$ cat config.mk
export PLATFORM = sky130hd
export DESIGN_NAME = partition_fit_allocator_core
export DESIGN_NICKNAME = d
export VERILOG_FILES = /design/src/rtl/pfa_pkg.sv /design/src/rtl/pfa_scan.sv /design/src/rtl/partition_fit_allocator_core.sv
export VERILOG_INCLUDE_DIRS = /design/src /design/src/rtl
export SDC_FILE = /design/constraint.sdc
export NUM_CORES = 1
export LEC_CHECK = 0
export ABC_CLOCK_PERIOD_IN_PS = 9200
export BUFFER_PORTS_ARGS = -buffer_cell sky130_fd_sc_hd__buf_2
export CAP_MARGIN = 30
export CORE_MARGIN = 3
export CORE_UTILIZATION = 50
export CTS_BUF_LIST = sky130_fd_sc_hd__clkbuf_2
export DETAILED_ROUTE_END_ITERATION = 6
export PLACE_DENSITY = 0.64
export SLEW_MARGIN = 20
export SYNTH_ARGS = -nofsm -noshare
export SYNTH_HDL_FRONTEND = slang
export SYNTH_SLANG_ARGS = --single-unit
$ cat constraint.sdc
create_clock -name clk_i -period 9.2 [get_ports clk_i]
set_input_delay 1.84 -clock clk_i [delete_from_list [all_inputs] [get_ports clk_i]]
set_output_delay 1.84 -clock clk_i [all_outputs]
set_load 0.005 [all_outputs]
$ cat src/rtl/partition_fit_allocator_core_macros.svh
// assertion helpers for the partition fit allocator
`ifndef PARTITION_FIT_ALLOCATOR_CORE_MACROS_SVH
`define PARTITION_FIT_ALLOCATOR_CORE_MACROS_SVH

`ifndef SYNTH

`define PFA_ASSERT(lbl, clk, rst_n, prop, msg) \
  lbl: assert property (@(posedge clk) disable iff (!rst_n) prop) else $error(msg);

`define PFA_ASSERT_ALWAYS(lbl, clk, prop, msg) \
  lbl: assert property (@(posedge clk) prop) else $error(msg);

`else

`define PFA_ASSERT(lbl, clk, rst_n, prop, msg)

`define PFA_ASSERT_ALWAYS(lbl, clk, prop, msg)

`endif

`endif

$ cat src/rtl/pfa_pkg.sv
package pfa_pkg;

  localparam int unsigned NUM_PARTS = 8;
  localparam int unsigned REG_COUNT = 8;
  localparam int unsigned SIZE_W    = 16;
  localparam int unsigned STRAT_W   = 2;
  localparam int unsigned IDX_W     = $clog2(REG_COUNT);
  localparam int unsigned SCAN_N    = (NUM_PARTS > REG_COUNT) ? REG_COUNT : NUM_PARTS;
  localparam logic [IDX_W-1:0] SCAN_LAST = IDX_W'(SCAN_N - 1);

  localparam logic STATUS_OK    = 1'b0;
  localparam logic STATUS_NOFIT = 1'b1;

  typedef enum logic [STRAT_W-1:0] {
    STRAT_FIRST = 2'd0,
    STRAT_BEST  = 2'd1,
    STRAT_WORST = 2'd2,
    STRAT_NONE  = 2'd3
  } strategy_e;

  typedef logic [SIZE_W-1:0] space_t;

  typedef struct packed {
    logic             status;
    logic [IDX_W-1:0] idx;
    space_t           left;
  } pfa_res_t;

endpackage

$ cat src/rtl/pfa_scan.sv
module pfa_scan (
  input  logic                      clk_i,
  input  logic                      rst_ni,
  input  logic                      start_i,
  input  logic                      stall_i,
  input  pfa_pkg::space_t           req_i,
  input  pfa_pkg::strategy_e        strat_i,
  input  pfa_pkg::space_t           room_i,
  output logic [pfa_pkg::IDX_W-1:0] rd_idx_o,
  output logic                      idle_o,
  output logic                      done_o,
  output pfa_pkg::pfa_res_t         res_o
);
  import pfa_pkg::*;

  localparam logic [1:0] ST_IDLE   = 2'd0;
  localparam logic [1:0] ST_SCAN   = 2'd1;
  localparam logic [1:0] ST_FINISH = 2'd2;

  logic [1:0]       state_q, state_d;
  logic [IDX_W-1:0] idx_q, idx_d;
  logic             found_q, found_d;
  logic [IDX_W-1:0] pick_q, pick_d;
  space_t           best_q, best_d;
  space_t           req_q, req_d;
  strategy_e        strat_q, strat_d;

  // shared subtract and compare
  space_t        sub_a;
  logic [SIZE_W:0] diff;
  logic          fits;
  space_t        left;
  space_t        cmp_a, cmp_b;
  logic          less;
  logic          ok;
  space_t        res_left;

  assign sub_a = (state_q == ST_FINISH) ? best_q : room_i;
  assign diff  = {1'b0, sub_a} - {1'b0, req_q};
  assign fits  = ~diff[SIZE_W];
  assign left  = diff[SIZE_W-1:0];
  assign cmp_a = (strat_q == STRAT_WORST) ? best_q : left;
  assign cmp_b = (strat_q == STRAT_WORST) ? room_i : best_q;
  assign less  = cmp_a < cmp_b;

  always_comb begin
    case (strat_q)
      STRAT_FIRST, STRAT_BEST: begin
        ok       = found_q;
        res_left = best_q;
      end
      STRAT_WORST: begin
        ok       = fits;
        res_left = left;
      end
      default: begin
        ok       = 1'b0;
        res_left = '0;
      end
    endcase
  end

  assign res_o.status = ok ? STATUS_OK : STATUS_NOFIT;
  assign res_o.idx    = ok ? pick_q : '0;
  assign res_o.left   = ok ? res_left : '0;

  assign rd_idx_o = idx_q;
  assign idle_o   = (state_q == ST_IDLE);
  assign done_o   = (state_q == ST_FINISH) && !stall_i;

  always_comb begin
    state_d = state_q;
    idx_d   = idx_q;
    found_d = found_q;
    pick_d  = pick_q;
    best_d  = best_q;
    req_d   = req_q;
    strat_d = strat_q;
    unique case (state_q)
      ST_IDLE: begin
        if (start_i) begin
          state_d = ST_SCAN;
          idx_d   = '0;
          found_d = 1'b0;
          pick_d  = '0;
          best_d  = '0;
          req_d   = req_i;
          strat_d = strat_i;
        end
      end
      ST_SCAN: begin
        case (strat_q)
          STRAT_FIRST: begin
            if (fits && !found_q) begin
              found_d = 1'b1;
              pick_d  = idx_q;
              best_d  = left;
            end
          end
          STRAT_BEST: begin
            if (fits && (!found_q || less)) begin
              found_d = 1'b1;
              pick_d  = idx_q;
              best_d  = left;
            end
          end
          STRAT_WORST: begin
            if ((idx_q == '0) || less) begin
              pick_d = idx_q;
              best_d = room_i;
            end
          end
          default: ;
        endcase
        if (idx_q == SCAN_LAST) begin
          state_d = ST_FINISH;
        end else begin
          idx_d = idx_q + 1'b1;
        end
      end
      ST_FINISH: begin
        if (!stall_i) begin
          state_d = ST_IDLE;
        end
      end
      default: state_d = ST_IDLE;
    endcase
  end

  always_ff @(posedge clk_i or negedge rst_ni) begin
    if (!rst_ni) begin
      state_q <= ST_IDLE;
      idx_q   <= '0;
      found_q <= 1'b0;
    end else begin
      state_q <= state_d;
      idx_q   <= idx_d;
      found_q <= found_d;
    end
  end

  always_ff @(posedge clk_i) begin
    pick_q  <= pick_d;
    best_q  <= best_d;
    req_q   <= req_d;
    strat_q <= strat_d;
  end

endmodule

$ cat src/rtl/partition_fit_allocator_core.sv
// An accepted item is scanned, and its result is registered from the final state into the output register.
// The scan reads one partition per cycle through a shared subtract/compare unit, then
// passes a final state and returns to idle, the only state in which a new item is accepted.
// A result held by output back-pressure stalls the final state.
// Reset (async, active low) clears all free space to zero and idles the block.
module partition_fit_allocator_core (
  input  logic                        clk_i,
  input  logic                        rst_ni,
  input  logic                        in_valid_i,
  output logic                        in_ready_o,
  input  logic [pfa_pkg::SIZE_W-1:0]  request_size_i,
  input  logic [pfa_pkg::STRAT_W-1:0] strategy_i,
  output logic                        out_valid_o,
  input  logic                        out_ready_i,
  output logic                        status_o,
  output logic [pfa_pkg::IDX_W-1:0]   part_index_o,
  output logic [pfa_pkg::SIZE_W-1:0]  space_left_o,
  input  logic                        cfg_we_i,
  input  logic [pfa_pkg::IDX_W-1:0]   cfg_index_i,
  input  logic [pfa_pkg::SIZE_W-1:0]  cfg_data_i
);
  import pfa_pkg::*;

  `include "partition_fit_allocator_core_macros.svh"

  space_t           free_q [REG_COUNT];
  logic [IDX_W-1:0] rd_idx;
  logic             scan_idle;
  logic             scan_done;
  logic             start;
  logic             stall;
  pfa_res_t         res;

  logic             out_valid_q, out_valid_d;
  pfa_res_t         out_q;

  assign start      = in_valid_i && in_ready_o;
  assign stall      = out_valid_q && !out_ready_i;
  assign in_ready_o = scan_idle;

  pfa_scan u_scan (
    .clk_i    (clk_i),
    .rst_ni   (rst_ni),
    .start_i  (start),
    .stall_i  (stall),
    .req_i    (request_size_i),
    .strat_i  (strategy_e'(strategy_i)),
    .room_i   (free_q[rd_idx]),
    .rd_idx_o (rd_idx),
    .idle_o   (scan_idle),
    .done_o   (scan_done),
    .res_o    (res)
  );

  always_ff @(posedge clk_i or negedge rst_ni) begin
    if (!rst_ni) begin
      for (int i = 0; i < REG_COUNT; i++) begin
        free_q[i] <= '0;
      end
    end else if (cfg_we_i) begin
      free_q[cfg_index_i] <= cfg_data_i;
    end else if (scan_done && (res.status == STATUS_OK)) begin
      free_q[res.idx] <= res.left;
    end
  end

  always_comb begin
    out_valid_d = out_valid_q;
    if (scan_done) begin
      out_valid_d = 1'b1;
    end else if (out_ready_i) begin
      out_valid_d = 1'b0;
    end
  end

  always_ff @(posedge clk_i or negedge rst_ni) begin
    if (!rst_ni) begin
      out_valid_q <= 1'b0;
    end else begin
      out_valid_q <= out_valid_d;
    end
  end

  always_ff @(posedge clk_i) begin
    if (scan_done) begin
      out_q <= res;
    end
  end

  assign out_valid_o  = out_valid_q;
  assign status_o     = out_q.status;
  assign part_index_o = out_q.idx;
  assign space_left_o = out_q.left;

  `PFA_ASSERT(a_busy_after_accept, clk_i, rst_ni, start |=> !in_ready_o, "accepted item did not start a scan")
  `PFA_ASSERT(a_alloc_updates_space, clk_i, rst_ni, (scan_done && (res.status == STATUS_OK)) |=> (free_q[part_index_o] == space_left_o), "free space not updated with result")
  `PFA_ASSERT_ALWAYS(a_nofit_zero, clk_i, (out_valid_o && (status_o == STATUS_NOFIT)) |-> ((part_index_o == '0) && (space_left_o == '0)), "no-fit result carries nonzero fields")

endmodule
==> results of run 1 <==
cells by family after synthesis:
| logic type | after synthesis |
|---|---|
| AO/OA/AOI/OAI | 322 |
| XOR/XNOR | 10 |
| adder cells (fa/ha/maj) | 35 |
| buffers and inverters | 134 |
| flip-flops | 192 |
| multiplexers | 59 |
| AND/OR/NAND/NOR | 383 |
final cells by class:
cell class / instances / area [sq um] / share of cell area, %
Sequential cell: 192 / 5091 / 42.04
Multi-Input combinational cell: 809 / 5768 / 47.63
Clock buffer: 19 / 95.09 / 0.7853
Inverter: 44 / 165.2 / 1.364
Tap cell: 280 / 350.3 / 2.893
Clock inverter: 13 / 108.9 / 0.8989
Antenna cell: 2 / 5.005 / 0.04133
Timing Repair Buffer: 86 / 525.5 / 4.340
power breakdown:
group	internal (mW)	total [mW]	switching, mW	leakage (nW)
sequential	1.12	1.32	0.196	2.23
combinational	0.887	2.14	1.25	2.62
clock	0.101	0.409	0.308	0.137
cell usage after synthesis (3+ instances only):
library cell / count
mux2_2: 7
o221ai_2: 10
a32oi_1: 6
and2_1: 9
inv_1: 43
buf_1: 17
or3_1: 9
a211oi_1: 9
nand3_1: 19
a22oi_1: 24
mux4_2: 32
nor2_1: 123
clkbuf_1: 40
xnor2_1: 4
nor3_1: 18
edfxtp_1: 57
o21ai_0: 48
a21oi_1: 64
a221o_1: 47
clkbuf_2: 11
nand2_1: 143
xor2_1: 6
mux2i_1: 20
o21a_1: 9
a31oi_1: 8
nor2b_1: 10
a21boi_0: 9
nand2b_1: 29
buf_2: 19
and3_1: 12
o2111ai_2: 3
o21bai_1: 3
a22oi_2: 4
a21o_1: 9
o211ai_1: 5
dfrtp_1: 135
ha_1: 34
o221ai_1: 31
worst max-delay path by stage:
stage | from | end | slack, ns | cells after the start
6_report | u_scan.rd_idx_o[0] | u_scan.best_q[0] | 2.65 | 19
5_1_grt | u_scan.rd_idx_o[0] | u_scan.best_q[10] | 2.24 | 18
4_1_cts | u_scan.rd_idx_o[0] | u_scan.best_q[3] | 2.75 | 20
3_5_place_dp | u_scan.rd_idx_o[0] | u_scan.best_q[5] | 2.78 | 20
3_3_place_gp | u_scan.rd_idx_o[0] | u_scan.best_q[5] | 2.65 | 19
2_1_floorplan | u_scan.rd_idx_o[0] | u_scan.best_q[0] | 2.54 | 19
critical path, delay by kind of cell (launching register included):
family,cells,cell delay (ns)
simple gates,4,0.42
buf+inv,1,0.26
mux,2,0.96
flops,1,1.03
fa+ha+maj,2,0.61
compound gates,10,2.96
state kept, by name (all words and copies together), names as in the netlist:
name,cells
free_q,128
out_valid_o,1
part_index_o,3
space_left_o,16
status_o,1
u_scan.best_q,16
u_scan.found_q,1
u_scan.pick_q,3
u_scan.rd_idx_o,3
u_scan.req_q,16
u_scan.state_q,2
u_scan.strat_q,2
layer usage:
layer	wire length [microns]	track usage, %
met2	15830	43.64
met4	1387	12.46
met5	0	0
met3	2759	5.559
met1	15140	41.14
==> impl_metrics.ini, run 1 <==
[drt]
viasPerCell = 6.567
post-route-drc-count = 0
drt_iter0_drc = 1044
via_count = 9490
routed_wl_mm = 35.12
antenna_left = 0
first_pass_iters = 6
wl_per_cell_microns = 24.30

[placement]
dpl.hpwl_mm = 23.69
dp.cells = 1410
place_congestion = 0.9328
place_ws_ns = 2.781
placed_cell_area_sq_mm = 0.01187
port_buffers = 63

[critical_path]
reg2reg_depth = 19
worstPathRequired_ns = 9.74
critPathMaxStageDelay_ns = 1.03
crit_type = flop to flop
path_cells = mux4_2 -> mux2i_1 -> a21oi_1 -> ha_1 -> o21ai_0 -> a211oi_1 -> nor2_1 -> o311ai_0 -> nand2_1 -> nand2_1 -> ha_1 -> a21o_1 -> a21o_1 -> a21oi_1 -> nor2b_1 -> o21ai_0 -> o2111ai_1 -> o31ai_4 -> buf_6
cp-start-kind = flop
r2r_slack_ns = 2.65
reg2reg_to = u_scan.best_q[0]
rr_startpoint = u_scan.rd_idx_o[0]
crit_slowest_cell = dfrtp_2
cp.arrival_ns = 7.09
critPathMaxFanout = 27
end_kind = flop

[finish]
fillCellCount = 1966
layout_commonest_cell = nand2_1
fin_cells = 1445
area_growth_pct = 6.445
drive_above_1_share_pct = 17.02
finish.utilization_pct = 54.81
final_area_sq_mm = 0.01211
layout_common_cells = nand2_1 (143), dfrtp_1 (134), nor2_1 (120)
num-nets-final = 1227

[floorplan]
start_util_pct = 51.49
die_h_microns = 156.8
dieWidth_microns = 156.8
io_pins = 64
dieArea_sq_mm = 0.02460
rows = 54
core_area_sq_mm = 0.02209

[clock_tree]
ctsHoldBuffers = 0
cts.repair.resized = 0
cts_buffer_depth = 2
numCtsBuffers = 17
root_buffer = clkbuf_2
clock_sinks = 192
htree_num_levels = 4
post_cts_buffers = 0
clk_latency_ns = 0.80
clk_pin_slew_worst_paths_ns = 0.29
cts_tree = built

[yosys]
synth_compound_area_share_pct = 21.88
synthSimpleGateAreaFrac_pct = 14.99
syn_area_sq_mm = 0.01138
muxShareOfSynthArea_pct = 8.788
synth_edf_count = 57
yosys_most_used_dff = dfrtp_1
synth_xor_area_share_pct = 0.7699
seq_area_frac_synth_pct = 44.74
synth_top_cell_area_share_pct = 29.70
synth.area.top_cells = dfrtp_1 (30%), edfxtp_1 (15%), mux4_2 (6.3%)
synth_nets = 1212
synth-seq-cells = 192
avgSynthCellArea_sq_um = 10.02
synth_top_cell_by_area = dfrtp_1
ys_warn_count = 0
syn_inst = 1135
synth_fa_ha_area_share_pct = 3.916
synth_top_family_by_area = compound AO/OA/AOI/OAI gates
synth.distinct_cells = 77
ys_async_sr_fraction_pct = 70.31

[grt]
grt_usage_pct = 29.00
antenna_found_initial = 2
grt_pass1_vias = 9205
grt_max_degree = 70
grt.overflow.total = 0
grt_pass1_wl_mm = 54.32

[run]
drv_cap = 0

[min_path]
min_path_cells = 1
min_to = free_q[123]
hold_class = flop to flop
min_from = free_q[123]

[pwr]
p_leak_nw = 4.987
power_density_mw_per_mm2 = 319.5
ir_drop_mv = 0.1360
power_mw = 3.868

[sta]
hold_ws_ns = 0.5351
rsz0062_at_grt = no
period_minus_slack_ns = 6.551
fin_crit_sh_pct = 71.21
hold_viol = 0
slew_viol_final = 0
fin_worst_skew_ns = 0.04193
tightest_slew_ns = 0.9872
setup_slack_ns = 2.649
fmax_mhz = 152.6
setup_tns_ns = 0
maxSlewHeadroom_pct = 33.88
setup-violations-final = 0

[status]
status = completed
(Power assumes the default switching activity.)
==> run 2, diff against run 1 <==
- ABC_CLOCK_PERIOD_IN_PS: 9200 -> 6400
- clock period: 9.2 -> 6.4 ns (I/O delays scaled with it)
==> run 2 against run 1 <==
Effect of this change: core utilization rose by 0.37 points; flip-flop and latch count unchanged; final area is 0.68% higher; power rose by 45%; critical path depth up 1; register-to-register slack got worse by 2.1 ns; maximum frequency grew 12%; setup slack lost 2.1 ns; clock skew grew 0.025 ns; combinational power increased by 46%; sequential share of layout area decreased by 0.28 points.
==> impl_metrics.ini, run 2 (synthesis results as in run 1) <==
[critical_path]
crit_type = flop to flop
cp.arrival_ns = 6.37
cp-start-kind = flop
crit_slowest_cell = dfrtp_2
crit_family = compound AO/OA/AOI/OAI gates
end_kind = flop
path_cells = mux4_2 -> mux2i_1 -> nand2_1 -> o21ai_0 -> ha_1 -> inv_1 -> fa_1 -> a211oi_1 -> o21ai_1 -> a211o_1 -> a21o_1 -> a211oi_1 -> nand2_1 -> nand2_1 -> ha_1 -> a21o_1 -> a211oi_1 -> o2111ai_1 -> o31ai_4 -> buf_4
worstPathRequired_ns = 6.93
path_buf_inv = 2
critPathMaxStageDelay_ns = 0.70
critPathMaxFanout = 12

[finish]
num-nets-final = 1232
layout_common_cells = nand2_1 (143), dfrtp_1 (134), nor2_1 (120)
multi_input_area_sq_mm = 0.005768
fin_cells = 1449
max_flop_register = free_q
area_growth_pct = 7.171
largest_reg_flops = 128
drive_above_1_share_pct = 17.47
fillCellCount = 1966
layout_commonest_cell = nand2_1
regArea_sq_mm = 0.005091

[grt]
grt_usage_pct = 28.80
grt_max_degree = 86
grt.overflow.total = 0
grt_pass1_vias = 9025
antenna_found_initial = 1
grt_pass1_wl_mm = 53.82

[sta]
setup_slack_ns = 0.5536
rsz0062_at_grt = no
hold_viol = 0
fin_worst_skew_ns = 0.06659
tightest_slew_ns = 1.040
slew_viol_final = 0
setup-violations-final = 0
setup_tns_ns = 0
fmax_mhz = 171.0
fin_crit_sh_pct = 91.35
period_minus_slack_ns = 5.846
hold_ws_ns = 0.4923
maxSlewHeadroom_pct = 30.49

[clock_tree]
clk_latency_ns = 0.82
cts_buffer_depth = 2
numCtsBuffers = 17
cts_tree = built
clk_pin_slew_worst_paths_ns = 0.30
post_cts_buffers = 0
cts.repair.resized = 0
ctsHoldBuffers = 0
htree_num_levels = 4
clock_sinks = 192
root_buffer = clkbuf_2

[floorplan]
io_pins = 64
start_util_pct = 51.49
rows = 54
die_h_microns = 156.8
dieWidth_microns = 156.8
dieArea_sq_mm = 0.02460
core_area_sq_mm = 0.02209

[placement]
place_ws_ns = 0.6518
port_buffers = 63
place_congestion = 0.8778
dpl.hpwl_mm = 23.43
dp.cells = 1416

[min_path]
hold_class = primary input to async pin

[pwr]
power_density_mw_per_mm2 = 460.6
ir_drop_mv = 0.1972
power_mw = 5.615
p_leak_nw = 5.027

[drt]
via_count = 9485
routed_wl_mm = 35.09
antenna_left = 0
drt_iter0_drc = 944
post-route-drc-count = 0
viasPerCell = 6.546
first_pass_iters = 5
wl_per_cell_microns = 24.21

[run]
drv_cap = 0

[status]
status = completed
-- run 2: cell types whose count changed in the layout (fill, tap and decap cells not counted), sizes merged --
cell and delta:
buf +5, inv +4, clkbuf -2, clkinv -1, clkinvlp -1, diode -1
-- run 2: area by class of cell --
cell class / count / share of cell area, %
multi-input combinational: 809 / 47.31
sequential: 192 / 41.76
timing repair buffer: 91 / 4.628
tap: 280 / 2.874
clock inverter: 15 / 1.355
inverter: 44 / 1.355
clock buffer: 17 / 0.6979
antenna: 1 / 0.02053
-- run 2: routing by layer --
metal  global-route usage (%)  part of all wire [%]  vias to the layer above
met1                    40.60                    42                     4692
met5                        0                     0                        -
met2                    45.20                    46                      467
met4                    8.295                   2.5                        0
li1                         -                     -                     4265
met3                    6.084                   8.7                       61
-- run 2: power breakdown --
| part | total [mW] | internal, mW | switching [mW] |
|---|---|---|---|
| logic | 3.13 | 1.29 | 1.83 |
| registers | 1.84 | 1.62 | 0.227 |
| clock network | 0.645 | 0.164 | 0.481 |
-- run 2: path summary, 6_finish.rpt --
kind	from	to	slack (ns)	depth (start not counted)
setup / recovery	u_scan.rd_idx_o[0]	u_scan.best_q[15]	0.55	20
hold / removal	rst_ni	free_q[89]	0.49	1
setup reg to reg	u_scan.rd_idx_o[0]	u_scan.best_q[15]	0.55	20
hold reg to reg	free_q[125]	free_q[125]	0.53	1
max in group asynchronous	rst_ni	free_q[84]	4.65	2
min in group clk_i	free_q[125]	free_q[125]	0.53	1
-- run 2: metrics by stage --
step                cell area (sq um)  utilization, %
floorplan                       11380               -
global placement                11920           53.97
detailed placement              11940           54.04
CTS                             12190           55.17
global route                    12190           55.18
finish                          12190           55.18
